<file path="src/design/rc4_pkg.sv">
// Shared types and constants for the RC4 keystream XOR block.
// Used by the permutation RAM, the sequencer and the top level; no dependencies.
package rc4_pkg;

    localparam int BYTE_W        = 8;
    localparam int PERM_DEPTH    = 256;
    localparam int PERM_AW       = $clog2(PERM_DEPTH);
    localparam int KEY_WORDS     = 4;
    localparam int KEY_WORD_W    = 64;
    localparam int KEY_LEN_W     = 6;
    localparam int KEY_IDX_W     = 5;
    localparam int MAX_KEY_BYTES = 32;
    localparam int CFG_IDX_W     = 3;

    // Configuration register indexes.
    localparam logic [CFG_IDX_W-1:0] CFG_KEY_LOW    = 3'd0;
    localparam logic [CFG_IDX_W-1:0] CFG_KEY_SECOND = 3'd1;
    localparam logic [CFG_IDX_W-1:0] CFG_KEY_THIRD  = 3'd2;
    localparam logic [CFG_IDX_W-1:0] CFG_KEY_HIGH   = 3'd3;
    localparam logic [CFG_IDX_W-1:0] CFG_KEY_LENGTH = 3'd4;

    typedef logic [KEY_WORDS-1:0][KEY_WORD_W-1:0] key_t;

    typedef struct packed {
        logic               we;
        logic [PERM_AW-1:0] waddr;
        logic [BYTE_W-1:0]  wdata;
        logic [PERM_AW-1:0] raddr0;
        logic [PERM_AW-1:0] raddr1;
    } ram_req_t;

    typedef struct packed {
        logic              valid;
        logic [BYTE_W-1:0] data;
    } result_t;

    typedef enum logic [3:0] {
        ST_IDLE,
        ST_INIT,
        ST_K0,
        ST_K1,
        ST_K2,
        ST_K3,
        ST_G0,
        ST_G1,
        ST_G2,
        ST_G3,
        ST_HOLD
    } state_t;

endpackage

</file>
<file path="src/design/rc4_ram.sv">
// 256 x 8 permutation memory: one write port, two read ports, registered read-first data.
// Depends on rc4_pkg.
module rc4_ram (
    input  logic                               aclk,
    input  rc4_pkg::ram_req_t                  req,
    output logic [rc4_pkg::BYTE_W-1:0]         rdata0,
    output logic [rc4_pkg::BYTE_W-1:0]         rdata1
);

    logic [rc4_pkg::BYTE_W-1:0] mem [rc4_pkg::PERM_DEPTH];

    always_ff @(posedge aclk) begin
        if (req.we) begin
            mem[req.waddr] <= req.wdata;
        end
        rdata0 <= mem[req.raddr0];
        rdata1 <= mem[req.raddr1];
    end

endmodule

</file>
<file path="config.mk">
export PLATFORM = sky130hd
export DESIGN_NAME = rc4_ram
export DESIGN_NICKNAME = d
export VERILOG_FILES = /design/src/design/rc4_pkg.sv /design/src/design/rc4_ram.sv
export SDC_FILE = /design/constraint.sdc
export NUM_CORES = 2
export LEC_CHECK = 0
export BUFFER_PORTS_ARGS = -buffer_cell sky130_fd_sc_hd__buf_2
export CORE_MARGIN = 2
export CORE_UTILIZATION = 31
export DETAILED_ROUTE_END_ITERATION = 12
export GPL_TIMING_DRIVEN = 0
export HOLD_SLACK_MARGIN = 0.05
export PLACE_DENSITY = 0.42
export SLEW_MARGIN = 0
export SYNTH_ARGS = -nofsm -noshare
export SYNTH_HDL_FRONTEND = slang
export SYNTH_SLANG_ARGS = --single-unit
</file>
<file path="constraint.sdc">
create_clock -name aclk -period 7.3 [get_ports aclk]
set_clock_uncertainty 0.2 [all_clocks]
set_input_delay 1.095 -clock aclk [delete_from_list [all_inputs] [get_ports aclk]]
set_output_delay 1.095 -clock aclk [all_outputs]
set_load 0.05 [all_outputs]
</file>
==> flow_metrics.env <==
export IMPL_min_from="req[18]"
export IMPL_rrSetupSlack_ns=2.87
export IMPL_place_ws_ns=-0.514
export IMPL_hold_depth=1
export IMPL_slew_viol_final=126
export IMPL_ys_ff_latch=2064
export IMPL_worstPathArrival_ns=7.63
export IMPL_synth_top_cell_area_share=0.634
export IMPL_worstRegToRegCells=6
export IMPL_syn_inst=4847
export IMPL_cts_buffers=263
export IMPL_initial_core_util=0.311
export IMPL_yosysWarningCount=0
export IMPL_grt_usage=0.337
export IMPL_cp_end_kind="flip-flop"
export IMPL_postRouteAntennaNets=0
export IMPL_ctsHoldBuffers=0
export IMPL_fp_dieH_um=563
export IMPL_grt_max_degree=133
export IMPL_dpl_hpwl_mm=382
export IMPL_clkTransAtPathRegs_ns=0.05
export IMPL_antenna_found_initial=74
export IMPL_cts_root_buf="clkbuf_16"
export IMPL_first_pass_iters=8
export IMPL_grt_pass1_vias=58700
export IMPL_wirelength_mm=543
export IMPL_crit_chain="buf_2, buf_2, buf_4, buf_4, buf_2, mux2i_1, a2bb2oi_1, a221oi_1, nand3_1, o21ai_0, a211oi_2"
export IMPL_power_leakage_nw=34.9
export IMPL_cp_start_kind="input pin"
export IMPL_synthArstFlopShare=0
export IMPL_synth_distinct_cells=65
export IMPL_cts_sinks=2064
export IMPL_final_cell_mix="edfxtp_1 (2048), mux4_2 (1051), nor2_1 (271)"
export IMPL_worstPathRequired_ns=7.75
export IMPL_die_width_um=563
export IMPL_dr_total_vias=62900
export IMPL_syn_nets=4881
export IMPL_gp_congestion=1.05
export IMPL_grt_pass1_wl_mm=674
export IMPL_fp_row_count=205
export IMPL_whs_endpoint="mem[209][2]"
export IMPL_cap_viol_max_count=18
export IMPL_dp_cells=9087
export IMPL_drive_above_1_share=0.351
export IMPL_outcome="finished with violations"
export IMPL_ir_drop_uv=183
export IMPL_layout_area_overhead_vs_synth_pct=15.8
export IMPL_post_drt_wl_per_cell_um=56.6
export IMPL_slowest_delay_ns=0.95
export IMPL_p_per_area_mw_per_mm2=262
export IMPL_core_area_sq_mm=0.312
export IMPL_post_route_drc_count=0
export IMPL_ys_flop_type="edfxtp_1"
export IMPL_synth_edf_count=2048
export IMPL_worstMarginPinSlew_ns=1.68
export IMPL_io_pins=50
export IMPL_htreeDepth=5
export IMPL_fmax_ghz=0.139
export IMPL_finalNetCount=5250
export IMPL_overflow=0
export IMPL_min_period_over_period=0.983
export IMPL_cp_max_fo=10
export IMPL_cts_max_path_buffers=4
export IMPL_r2r_start="mem[15][2]"
export IMPL_drt_iter0_markers=11800
export IMPL_slew_headroom=-0.122
export IMPL_setup_tns_final_ns=0
export IMPL_finalCriticalPeriod_ns=7.17
export IMPL_cp_slowest_cell="a221oi_1"
export IMPL_hold_violations=0
export IMPL_setup_viol=0
export IMPL_synth_area_leaders="edfxtp_1 (63%), mux4_2 (24%), mux2i_1 (2.4%), nor2_1 (1.2%), o221ai_1 (0.59%)"
export IMPL_crit_buf_inv=5
export IMPL_violations="capacitance limit, slew limit"
export IMPL_rsz0062_at_grt="no"
export IMPL_crit_family="buffers and inverters"
export IMPL_finalNonFillerCells=9586
export IMPL_syn_area_sq_mm=0.0970
export IMPL_hold_path_class="in -> reg"
export IMPL_layout_setup_ws_ns=0.127
export IMPL_syn_area_per_cell_sq_um=20.0
export IMPL_cts_resized=0
export IMPL_ys_seq_area_frac=0.637
export IMPL_insertion_delay_ns=0.94
export IMPL_crit_top_cell="buf_2"
export IMPL_vias_per_cell=6.56
export IMPL_cts_tree="built"
export IMPL_timing_rr_end="rdata0[2]"
export IMPL_final_common_cell="edfxtp_1"
export IMPL_dieArea_sq_mm=0.317
export IMPL_synth_top_area_cell="edfxtp_1"
export IMPL_post_cts_setup_buffer_count=0
export IMPL_io_buffer_count=39
export IMPL_path_class="in -> reg"
cell families after synthesis:
kind of cell / Yosys count / share of synthesized area
multiplexers: 1325 / 0.273
AND/OR/NAND/NOR: 591 / 0.0270
flip-flops: 2064 / 0.637
AO/OA/AOI/OAI: 466 / 0.0354
buffers and inverters: 401 / 0.0273
per-layer routing:
layer | part of all wire | routed length [um] | global-route usage
met1 | 0.39 | 210000 | 0.442
met4 | 0.065 | 35100 | 0.179
met5 | 0.00051 | 276 | 0
met3 | 0.12 | 65900 | 0.119
met2 | 0.43 | 231000 | 0.488
worst max path at each step:
stage | endpoint | start | depth (start not counted) | slack, ns
detailed placement | rdata0[3] | req[9] | 10 | -0.51
global route | rdata0[3] | req[9] | 10 | 0.75
floorplan | rdata1[0] | req[0] | 9 | 3.96
global placement | rdata0[3] | req[9] | 10 | -0.59
CTS | rdata0[3] | req[9] | 10 | 0.42
finish | rdata0[2] | req[9] | 11 | 0.13
synth_stat cells, types with 5 or more instances:
cell type	number
o22ai_1	48
nor3_1	21
nand2b_1	11
buf_12	8
nor3b_1	7
nand4_1	13
nor2b_1	27
nand3_1	52
mux2_2	38
and3_1	5
o211ai_1	13
or2_2	6
buf_6	44
dfxtp_1	16
nand2_1	114
buf_2	104
mux4_2	1051
edfxtp_1	2048
o21bai_1	5
nor2_1	298
a22o_1	22
clkbuf_1	137
a2bb2oi_1	9
and2_1	12
a221oi_1	32
a211oi_1	28
buf_4	42
o31ai_1	11
mux2i_1	236
nand3b_1	6
o221ai_1	65
a221oi_2	5
and3b_1	5
a22oi_1	62
a221o_1	10
o21ai_0	34
buf_8	35
nor4_1	7
buf_1	25
a211o_1	6
a21oi_1	79
flip-flops by register name, indices dropped and copies added, names as in the netlist:
signal	count
rdata1	8
mem	2048
rdata0	8
final cells by class:
class / instances / area [sq um]
Antenna cell: 35 / 87.6
Sequential cell: 2064 / 61800
Inverter: 6 / 22.5
Timing Repair Buffer: 104 / 1580
Fill cell: 28900 / 199000
Tap cell: 4140 / 5180
Multi-Input combinational cell: 2382 / 32600
Buffer: 395 / 2710
Clock inverter: 121 / 1160
Clock buffer: 339 / 7080
where the power goes:
group	internal, W	total, W	leakage, nW	switching [W]
sequential	0.0131	0.0131	18.5	0.0000140
combinational	0.000924	0.00338	12.3	0.00245
clock	0.00742	0.0130	4.02	0.00556
per-stage QoR:
| step | hold WS (ns) | instance area, sq um | total power (W) | util |
|---|---|---|---|---|
| after CTS | 0.278 | 112000 | 0.0293 | 0.360 |
| after global routing | 0.310 | 112000 | 0.0298 | 0.360 |
| after detailed placement | 1.05 | 104000 | 0.0166 | 0.333 |
| after global placement | 1.04 | 102000 | 0.0165 | 0.328 |
| final | 0.325 | 112000 | 0.0294 | 0.360 |
| after floorplan | 0.616 | 97000 | 0.0147 | - |
No activity file was read; power rests on OpenSTA's default activity.
