<file path="src/design/rc4_pkg.sv">
// Shared types and constants for the RC4 keystream XOR block.
// Used by the permutation RAM, the sequencer and the top level; no dependencies.
package rc4_pkg;

    localparam int BYTE_W        = 8;
    localparam int PERM_DEPTH    = 256;
    localparam int PERM_AW       = $clog2(PERM_DEPTH);
    localparam int KEY_WORDS     = 4;
    localparam int KEY_WORD_W    = 64;
    localparam int KEY_LEN_W     = 6;
    localparam int KEY_IDX_W     = 5;
    localparam int MAX_KEY_BYTES = 32;
    localparam int CFG_IDX_W     = 3;

    // Configuration register indexes.
    localparam logic [CFG_IDX_W-1:0] CFG_KEY_LOW    = 3'd0;
    localparam logic [CFG_IDX_W-1:0] CFG_KEY_SECOND = 3'd1;
    localparam logic [CFG_IDX_W-1:0] CFG_KEY_THIRD  = 3'd2;
    localparam logic [CFG_IDX_W-1:0] CFG_KEY_HIGH   = 3'd3;
    localparam logic [CFG_IDX_W-1:0] CFG_KEY_LENGTH = 3'd4;

    typedef logic [KEY_WORDS-1:0][KEY_WORD_W-1:0] key_t;

    typedef struct packed {
        logic               we;
        logic [PERM_AW-1:0] waddr;
        logic [BYTE_W-1:0]  wdata;
        logic [PERM_AW-1:0] raddr0;
        logic [PERM_AW-1:0] raddr1;
    } ram_req_t;

    typedef struct packed {
        logic              valid;
        logic [BYTE_W-1:0] data;
    } result_t;

    typedef enum logic [3:0] {
        ST_IDLE,
        ST_INIT,
        ST_K0,
        ST_K1,
        ST_K2,
        ST_K3,
        ST_G0,
        ST_G1,
        ST_G2,
        ST_G3,
        ST_HOLD
    } state_t;

endpackage

</file>
<file path="src/design/rc4_seq.sv">
// Sequencer for key scheduling and keystream generation around one shared 8-bit adder.
// Depends on rc4_pkg; drives rc4_ram through a request struct.
module rc4_seq #(
    parameter int MAX_KEY_BYTES = rc4_pkg::MAX_KEY_BYTES
) (
    input  logic                              aclk,
    input  logic                              aresetn,
    input  logic                              in_valid,
    output logic                              in_ready,
    input  logic [rc4_pkg::BYTE_W-1:0]        in_data,
    input  logic                              in_start,
    input  logic                              out_ready,
    output rc4_pkg::result_t                  result,
    input  rc4_pkg::key_t                     key,
    input  logic [rc4_pkg::KEY_LEN_W-1:0]     key_len,
    output rc4_pkg::ram_req_t                 ram_req,
    input  logic [rc4_pkg::BYTE_W-1:0]        rdata0,
    input  logic [rc4_pkg::BYTE_W-1:0]        rdata1
);

    localparam int BW = rc4_pkg::BYTE_W;
    localparam logic [rc4_pkg::KEY_LEN_W-1:0] LEN_MAX =
        rc4_pkg::KEY_LEN_W'(MAX_KEY_BYTES);
    localparam logic [rc4_pkg::PERM_AW-1:0] LAST_ADDR =
        rc4_pkg::PERM_AW'(rc4_pkg::PERM_DEPTH - 1);

    rc4_pkg::state_t state_reg, state_next;

    logic [BW-1:0] a_reg, a_next;
    logic [rc4_pkg::KEY_IDX_W-1:0] kidx_reg, kidx_next;
    logic [BW-1:0] i_reg, i_next;
    logic [BW-1:0] j_reg, j_next;
    logic          keyed_reg, keyed_next;
    logic [BW-1:0] data_reg, data_next;
    logic [BW-1:0] sa_reg, sa_next;
    logic [BW-1:0] sb_reg, sb_next;
    logic [BW-1:0] t_reg, t_next;
    logic [BW-1:0] res_reg, res_next;

    // Shared adder and its operands.
    logic [BW-1:0] op_a, op_b, op_c, sum;
    logic [BW-1:0] key_byte;
    logic [BW-1:0] ks;
    logic [rc4_pkg::KEY_LEN_W-1:0] len_eff;
    logic          accept;
    logic          kidx_wrap;

    assign sum = op_a + op_b + op_c;
    assign key_byte = key[kidx_reg[rc4_pkg::KEY_IDX_W-1:3]][kidx_reg[2:0]*8 +: 8];
    assign accept = in_valid && in_ready;

    always_comb begin
        len_eff = key_len;
        if (key_len == '0) begin
            len_eff = rc4_pkg::KEY_LEN_W'(1);
        end else if (key_len > LEN_MAX) begin
            len_eff = LEN_MAX;
        end
    end

    assign kidx_wrap = ({1'b0, kidx_reg} == (len_eff - rc4_pkg::KEY_LEN_W'(1)));

    // Keystream byte after the swap, with both pending writes forwarded.
    always_comb begin
        if (t_reg == i_reg) begin
            ks = sb_reg;
        end else if (t_reg == j_reg) begin
            ks = sa_reg;
        end else begin
            ks = rdata0;
        end
    end

    // Next state.
    always_comb begin
        state_next = state_reg;
        case (state_reg)
            rc4_pkg::ST_IDLE, rc4_pkg::ST_G3, rc4_pkg::ST_HOLD: begin
                if (state_reg == rc4_pkg::ST_G3 && !out_ready) begin
                    state_next = rc4_pkg::ST_HOLD;
                end else if (accept) begin
                    state_next = (in_start || !keyed_reg) ? rc4_pkg::ST_INIT : rc4_pkg::ST_G0;
                end else if (state_reg != rc4_pkg::ST_HOLD || out_ready) begin
                    state_next = rc4_pkg::ST_IDLE;
                end
            end
            rc4_pkg::ST_INIT: if (a_reg == LAST_ADDR) state_next = rc4_pkg::ST_K0;
            rc4_pkg::ST_K0:   state_next = rc4_pkg::ST_K1;
            rc4_pkg::ST_K1:   state_next = rc4_pkg::ST_K2;
            rc4_pkg::ST_K2:   state_next = rc4_pkg::ST_K3;
            rc4_pkg::ST_K3:   state_next = (a_reg == LAST_ADDR) ? rc4_pkg::ST_G0 : rc4_pkg::ST_K0;
            rc4_pkg::ST_G0:   state_next = rc4_pkg::ST_G1;
            rc4_pkg::ST_G1:   state_next = rc4_pkg::ST_G2;
            rc4_pkg::ST_G2:   state_next = rc4_pkg::ST_G3;
            default:          state_next = rc4_pkg::ST_IDLE;
        endcase
    end

    // Outputs: memory requests, adder operands, handshakes.
    always_comb begin
        ram_req      = '0;
        op_a         = '0;
        op_b         = '0;
        op_c         = '0;
        in_ready     = 1'b0;
        result.valid = 1'b0;
        result.data  = data_reg ^ ks;
        case (state_reg)
            rc4_pkg::ST_IDLE: in_ready = 1'b1;
            rc4_pkg::ST_INIT: begin
                ram_req.we    = 1'b1;
                ram_req.waddr = a_reg;
                ram_req.wdata = a_reg;
                op_a = a_reg;
                op_b = BW'(1);
            end
            rc4_pkg::ST_K0: ram_req.raddr0 = a_reg;
            rc4_pkg::ST_K1: begin
                op_a = j_reg;
                op_b = rdata0;
                op_c = key_byte;
                ram_req.raddr1 = sum;
            end
            rc4_pkg::ST_K2: begin
                ram_req.we    = 1'b1;
                ram_req.waddr = a_reg;
                ram_req.wdata = rdata1;
            end
            rc4_pkg::ST_K3: begin
                ram_req.we    = 1'b1;
                ram_req.waddr = j_reg;
                ram_req.wdata = sa_reg;
                op_a = a_reg;
                op_b = BW'(1);
            end
            rc4_pkg::ST_G0: begin
                op_a = i_reg;
                op_b = BW'(1);
                ram_req.raddr0 = sum;
            end
            rc4_pkg::ST_G1: begin
                op_a = j_reg;
                op_b = rdata0;
                ram_req.raddr1 = sum;
            end
            rc4_pkg::ST_G2: begin
                ram_req.we    = 1'b1;
                ram_req.waddr = i_reg;
                ram_req.wdata = rdata1;
                op_a = sa_reg;
                op_b = rdata1;
                ram_req.raddr0 = sum;
            end
            rc4_pkg::ST_G3: begin
                ram_req.we    = 1'b1;
                ram_req.waddr = j_reg;
                ram_req.wdata = sa_reg;
                result.valid  = out_ready;
                in_ready      = out_ready;
            end
            rc4_pkg::ST_HOLD: begin
                result.valid = out_ready;
                result.data  = res_reg;
                in_ready     = out_ready;
            end
            default: ;
        endcase
    end

    // Datapath next values.
    always_comb begin
        a_next     = a_reg;
        kidx_next  = kidx_reg;
        i_next     = i_reg;
        j_next     = j_reg;
        keyed_next = keyed_reg;
        data_next  = data_reg;
        sa_next    = sa_reg;
        sb_next    = sb_reg;
        t_next     = t_reg;
        res_next   = res_reg;
        case (state_reg)
            rc4_pkg::ST_INIT: a_next = sum;
            rc4_pkg::ST_K1: begin
                j_next  = sum;
                sa_next = rdata0;
            end
            rc4_pkg::ST_K3: begin
                a_next    = sum;
                kidx_next = kidx_wrap ? '0 : kidx_reg + rc4_pkg::KEY_IDX_W'(1);
                if (a_reg == LAST_ADDR) begin
                    i_next     = '0;
                    j_next     = '0;
                    keyed_next = 1'b1;
                end
            end
            rc4_pkg::ST_G0: i_next = sum;
            rc4_pkg::ST_G1: begin
                j_next  = sum;
                sa_next = rdata0;
            end
            rc4_pkg::ST_G2: begin
                sb_next = rdata1;
                t_next  = sum;
            end
            rc4_pkg::ST_G3: res_next = data_reg ^ ks;
            default: ;
        endcase
        if (accept) begin
            data_next = in_data;
            if (in_start || !keyed_reg) begin
                a_next    = '0;
                j_next    = '0;
                kidx_next = '0;
            end
        end
    end

    always_ff @(posedge aclk) begin
        if (!aresetn) begin
            state_reg <= rc4_pkg::ST_IDLE;
            keyed_reg <= 1'b0;
            i_reg     <= '0;
            j_reg     <= '0;
        end else begin
            state_reg <= state_next;
            keyed_reg <= keyed_next;
            i_reg     <= i_next;
            j_reg     <= j_next;
        end
        a_reg     <= a_next;
        kidx_reg  <= kidx_next;
        data_reg  <= data_next;
        sa_reg    <= sa_next;
        sb_reg    <= sb_next;
        t_reg     <= t_next;
        res_reg   <= res_next;
    end

endmodule

</file>
<file path="config.mk">
export PLATFORM = sky130hd
export DESIGN_NAME = rc4_seq
export DESIGN_NICKNAME = d
export VERILOG_FILES = /design/src/design/rc4_pkg.sv /design/src/design/rc4_seq.sv
export SDC_FILE = /design/constraint.sdc
export NUM_CORES = 1
export LEC_CHECK = 0
export BUFFER_PORTS_ARGS = -buffer_cell sky130_fd_sc_hd__buf_4
export CORE_ASPECT_RATIO = 0.7
export CORE_MARGIN = 3
export CORE_UTILIZATION = 47
export CTS_CLUSTER_SIZE = 14
export DETAILED_ROUTE_END_ITERATION = 10
export GPL_TIMING_DRIVEN = 0
export PLACE_DENSITY = 0.86
export SLEW_MARGIN = 20
export SYNTH_ARGS = -nofsm -noshare
export SYNTH_HDL_FRONTEND = slang
export SYNTH_SLANG_ARGS = --single-unit
</file>
<file path="constraint.sdc">
create_clock -name aclk -period 7.3 [get_ports aclk]
set_clock_uncertainty 0.05 [all_clocks]
set_input_delay 1.46 -clock aclk [delete_from_list [all_inputs] [get_ports aclk]]
set_output_delay 1.46 -clock aclk [all_outputs]
set_load 0.005 [all_outputs]
</file>
==> impl_metrics.py, run 1 <==
metrics = {
    "power": {
        "power_mw": 1.71,
        "comb_power_share_pct": 41.5,
        "p_clk_share_pct": 27.3,
        "leakagePower_nw": 4.13,
        "power.switching_mw": 0.633,
        "p_int_mw": 1.08,
        "swShare_pct": 36.9,
        "ir_drop_uv": 125,
        "seq_power_share_pct": 31.2,
        "power.density_nw_per_um2": 176,
    },
    "logic_synthesis": {
        "ys_seq_area_share_pct": 28.3,
        "syn_area_um2": 6640,
        "ys_top_cells_by_area": "mux4_2 (25%), edfxtp_1 (18%), dfxtp_1 (10%), nand2_1 (3.6%), xor2_1 (3.0%)",
        "synth_common_cells": "mux4_2 (73), nand2_1 (64), nor2_1 (45), edfxtp_1 (40), dfxtp_1 (34)",
        "synth.most_common_cell": "mux4_2",
        "synth.top_cell.area_share_pct": 24.8,
        "synth_seq_cells": 74,
        "avgSynthCellArea_um2": 10.8,
        "ys_types": 59,
        "yosys.area.top_type": "mux4_2",
        "synth_edf_count": 40,
        "ys_async_sr_fraction_pct": 0,
        "synth_cells": 617,
        "yosysWarnings": 0,
        "synth_flop_cell": "edfxtp_1",
        "synth.net_count": 924,
    },
    "global_routing": {
        "grt_pass1_vias": 7035,
        "antenna_found_initial": 4,
        "grt-ovfl-total": 0,
        "grt_max_degree": 26,
        "grt_pass1_wl_um": 42100,
        "grt_usage_pct": 36.0,
    },
    "timing": {
        "post-route-period-util_pct": 96.2,
        "hold_violations": 0,
        "slew_viol_final": 0,
        "holdWs_ps": 439,
        "setup_viol": 0,
        "clock.fmax_ghz": 0.142,
        "worst_pin_slew_ps": 1050,
        "min_period_ps": 7020,
        "maxSlewHeadroom_pct": 29.4,
    },
    "setup_path": {
        "worstPathArrival_ps": 5510,
        "critPathLaunchType": "flip-flop",
        "reg2reg_setup_slack_ps": 2130,
        "cp_max_fo": 10,
        "criticalPathCategory": "reg2out",
        "crit_required_ps": 5790,
        "critPathCaptureType": "output port",
    },
    "layout": {
        "post_route_cells_drive_above_1_share_pct": 48.1,
        "final_nets": 1268,
        "n_fill_cell": 1029,
        "area_growth_syn_to_layout_pct": 46.4,
        "utilization_pct": 72.1,
        "final_cell_area_um2": 9720,
    },
    "flow_run": {
        "drv_cap": 0,
    },
    "drt": {
        "viasPerCell": 6.09,
        "vias": 7044,
        "final_antenna_net_count": 0,
        "drc": 0,
        "wirelength_um": 28900,
        "drtIter0Drc": 862,
        "routedWlPerCell_um": 25.0,
        "first_pass_iters": 6,
    },
    "cts": {
        "cts_max_level": 3,
        "cts_buffers": 9,
        "cts_setup_buffers": 0,
        "clock_path_buffers": 2,
        "clkTransAtPathRegs_ps": 70,
        "cts-hold-fix-buffers": 0,
        "cts_tree": "done",
        "root_buffer": "clkbuf_16",
        "clock_latency_ps": 340,
        "clock-sinks": 74,
    },
    "die": {
        "dieArea_um2": 15600,
        "die_w_um": 148,
        "start_util_pct": 49.2,
        "ios": 334,
        "core_um2": 13500,
        "row_count": 35,
        "dieHeight_um": 105,
    },
    "hold_path": {
        "hold_class": "reg2reg",
    },
    "placed_design": {
        "place_congestion": 1.00,
        "place_area_um2": 9370,
        "hpwl_um": 24100,
        "port_buffers": 333,
    },
    "outcome": {
        "status": "finished clean",
    },
}
## through the flow
stage                     setup TNS [ps]  instances  setup WS (ps)
final                                  0       1157            280
after CTS                              0       1151            121
after global routing               -34.6       1155          -34.6
after floorplan                        0        617           1400
after global placement                 0       1135            380
after detailed placement               0       1135            322
## cell families (layout without fill, tap and decap cells)
group,count (synthesis),count (layout),synth area share (%)
buffers and inverters,75,424,4.52
adder cells (fa/ha/maj),16,16,3.92
AO/OA/AOI/OAI,124,124,13.3
flip-flops,74,74,28.3
XOR/XNOR,44,44,6.03
multiplexers,110,110,31.1
AND/OR/NAND/NOR,174,174,12.7
other,0,6,0
## power by group through the flow
| stage | clock network (mW) | logic [mW] | registers [mW] |
|---|---|---|---|
| 6_report | 0.468 | 0.710 | 0.535 |
| 5_1_grt | 0.483 | 0.766 | 0.538 |
| 4_1_cts | 0.466 | 0.688 | 0.532 |
| 3_5_place_dp | 0 | 0.684 | 0.541 |
| 3_3_place_gp | 0 | 0.678 | 0.540 |
| 2_1_floorplan | 0 | 0.377 | 0.520 |
## metal layers
layer / part of all wire (%) / global-route usage [%] / up-vias
met5: 0 / 0 / -
met4: 2.9 / 9.95 / 0
met3: 10 / 8.25 / 67
met2: 48 / 57.0 / 467
met1: 39 / 50.2 / 3445
li1: - / - / 3065
## placed cells by master (no fill, tap or decap), types with 4 or more instances in the layout
| master | instances |
|---|---|
| nand2_1 | 64 |
| a222oi_1 | 8 |
| o21ai_0 | 18 |
| nand4_1 | 5 |
| nor3_1 | 4 |
| buf_1 | 8 |
| fa_1 | 8 |
| a21oi_1 | 30 |
| diode_2 | 6 |
| xnor2_1 | 18 |
| nor4_1 | 6 |
| nand2b_1 | 7 |
| clkbuf_1 | 20 |
| clkbuf_2 | 5 |
| dfxtp_1 | 34 |
| nand3b_1 | 5 |
| buf_2 | 8 |
| mux2i_1 | 18 |
| nor2b_1 | 13 |
| nor2_1 | 45 |
| mux2_2 | 17 |
| mux4_2 | 73 |
| xor2_1 | 23 |
| a211oi_1 | 7 |
| ha_1 | 8 |
| buf_4 | 334 |
| edfxtp_1 | 40 |
| a22o_1 | 14 |
| clkbuf_16 | 9 |
| inv_1 | 30 |
| and2_1 | 9 |
| a22oi_1 | 25 |
## final timing paths
| check | start | to | cells after the start |
|---|---|---|---|
| hold reg to reg | keyed_reg | keyed_reg | 1 |
| setup reg to reg | kidx_reg[3] | j_reg[7] | 19 |
| hold / removal | keyed_reg | keyed_reg | 1 |
| setup / recovery | kidx_reg[3] | ram_req[15] | 20 |
## layout make-up
type	count	area, um2	area share (%)
timing repair buffer	333	2500	25.7
sequential	74	1880	19.4
clock buffer	9	225	2.32
clock inverter	7	82.6	0.849
buffer	44	199	2.05
tap	185	231	2.38
antenna	6	15.0	0.154
multi-input combinational	468	4470	46.0
inverter	31	116	1.20
## critical path: stages (launching register included)
cell and delay, ps:
dfxtp_1 320, buf_6 140, buf_4 210, buf_2 350, buf_2 420, mux4_2 540
mux4_2 490, nand2_1 90, nand2_1 70, nand2_1 100, fa_1 180, inv_1 40
ha_1 230, fa_1 480, a21o_1 200, a21oi_1 280, o21ai_0 170, xnor3_2 380
o21ai_0 150, o21ai_0 150, buf_4 150
## timing repair
item                                    CTS  global route
endpoints found under the setup margin    2             2
resized for setup                         2            10
cloned                                    0             0
No activity file was read; power rests on OpenSTA's default activity.
==> run 2, diff against run 1 <==
- CORE_UTILIZATION: 47 -> 35
- PLACE_DENSITY: 0.86 -> 0.68
==> impl_metrics.py, run 2 (synthesized netlist as in run 1, its figures left out) <==
metrics = {
    "die": {
        "dieArea_um2": 20700,
        "row_count": 41,
        "ios": 334,
        "core_um2": 18300,
        "start_util_pct": 36.3,
        "die_w_um": 171,
        "dieHeight_um": 121,
    },
    "layout": {
        "antenna_cells": 0,
        "multi_input_area_um2": 4480,
        "n_fill_cell": 1701,
        "post_route_cells_drive_above_1_share_pct": 48.3,
        "ff_latch_area_um2": 1880,
        "layout_common_cells": "buf_4 (335), mux4_2 (73), nand2_1 (64)",
        "final_nets": 1267,
        "final_common_cell": "buf_4",
        "area_growth_syn_to_layout_pct": 47.2,
    },
    "global_routing": {
        "antenna_found_initial": 0,
        "grt_pass1_wl_um": 41500,
        "grt_max_degree": 26,
        "grt-ovfl-total": 0,
        "grt_pass1_vias": 6945,
        "grt_usage_pct": 27.0,
    },
    "timing": {
        "worst_pin_slew_ps": 988,
        "fin_setup_tns_ps": 0,
        "min_period_ps": 6960,
        "hold_violations": 0,
        "setup_viol": 0,
        "clock.fmax_ghz": 0.144,
        "rsz0062_at_grt": "false",
        "post-route-period-util_pct": 95.4,
        "maxSlewHeadroom_pct": 34.0,
        "slew_viol_final": 0,
    },
    "drt": {
        "vias": 6780,
        "drc": 0,
        "first_pass_iters": 6,
        "routedWlPerCell_um": 23.7,
        "drtIter0Drc": 816,
        "wirelength_um": 28500,
        "final_antenna_net_count": 0,
        "viasPerCell": 5.65,
    },
    "power": {
        "power.density_nw_per_um2": 176,
        "ir_drop_uv": 120,
        "power_mw": 1.72,
        "leakagePower_nw": 4.13,
    },
    "cts": {
        "clock_path_buffers": 2,
        "cts_buffers": 9,
        "clock_latency_ps": 350,
        "root_buffer": "clkbuf_16",
        "clock-sinks": 74,
        "clkTransAtPathRegs_ps": 60,
        "cts-hold-fix-buffers": 0,
        "cts_max_level": 3,
        "cts_tree": "done",
    },
    "setup_path": {
        "regToRegStartpoint": "kidx_reg[3]",
        "criticalPathCategory": "reg2out",
        "critPathBufInv": 6,
        "cp_top_family": "multiplexers",
        "critPathCaptureType": "output port",
        "worstPathArrival_ps": 5450,
        "cp_max_fo": 10,
        "crit_path_start": "kidx_reg[3]",
        "crit_required_ps": 5790,
        "critPathLaunchType": "flip-flop",
        "cpPeakStageDelay_ps": 600,
        "crit_slowest_cell": "mux4_2",
        "path_cells": "buf_6 > buf_4 > buf_2 > buf_4 > mux4_2 > mux4_2 > nand2_1 > nand2_1 > nand2_1 > fa_1 > inv_1 > ha_1 > fa_1 > a21o_1 > a21oi_1 > xnor2_1 > mux2i_1 > nor2_1 > a21oi_1 > nor2_1 > buf_4",
    },
    "hold_path": {
        "min-delay-start": "keyed_reg",
        "hold_class": "reg2reg",
    },
    "outcome": {
        "status": "finished clean",
    },
    "flow_run": {
        "drv_cap": 0,
    },
    "placed_design": {
        "hpwl_um": 23800,
        "port_buffers": 333,
        "place_congestion": 0.940,
    },
}
==> run 2: changes by cell type in the layout (fill, tap and decap cells not counted), sizes merged <==
cell,change
diode,-6
clkinv,+1
clkinvlp,-1
buf,-1
==> run 2: report_power, final <==
group / total (mW) / internal, mW / switching [mW]
clock: 0.470 / 0.271 / 0.199
sequential: 0.534 / 0.487 / 0.0469
combinational: 0.713 / 0.322 / 0.391
total: 1.72 / 1.08 / 0.637
==> run 2: repair_timing <==
action,in CTS,in global routing
gates resized for setup,1,13
cloned,0,0
setup endpoints to repair,2,7
setup buffers,0,0
==> run 2: worst reg2reg max path, delay by kind of cell (launching register included) <==
family                     cells  cell delay, ps
xor gates and xnor gates       1             400
muxes                          2            1100
AOI/OAI and AO/OA              3             490
and+or+nand+nor                5             650
buffers and inverters          5            1080
DFF                            1             320
adders and majority gates      3             900
==> run 2: metrics by stage <==
| stage | setup WS (ps) | util (%) | cell area (um2) | cells | hold WS [ps] |
|---|---|---|---|---|---|
| after floorplan | 1400 | - | 6640 | 617 | 405 |
| after global placement | 345 | 51.5 | 9440 | 1186 | 415 |
| after detailed placement | 325 | 51.5 | 9440 | 1186 | 431 |
| after CTS | 10.1 | 53.2 | 9750 | 1202 | 444 |
| after global routing | 11.0 | 53.4 | 9780 | 1201 | 480 |
| final | 337 | 53.4 | 9780 | 1201 | 439 |
==> run 2: final timing paths <==
path	end	slack (ps)	cells past startpoint
setup reg to reg	j_reg[5]	2270	19
hold reg to reg	keyed_reg	440	1
setup / recovery	ram_req[13]	340	21
hold / removal	keyed_reg	440	1
==> run 2: final cells by class <==
cell class / instances / share of cell area, %
Tap cell: 236 / 3.02
Multi-Input combinational cell: 468 / 45.8
Buffer: 43 / 2.02
Clock inverter: 7 / 0.858
Clock buffer: 9 / 2.30
Sequential cell: 74 / 19.2
Inverter: 31 / 1.19
Timing Repair Buffer: 333 / 25.6
==> run 2: per-layer routing <==
layer	track usage, %	share of wire [%]	up-vias
met5	0	0	-
li1	-	-	3067
met4	5.27	1.1	0
met1	40.8	45	3328
met3	7.26	11	32
met2	38.8	43	353
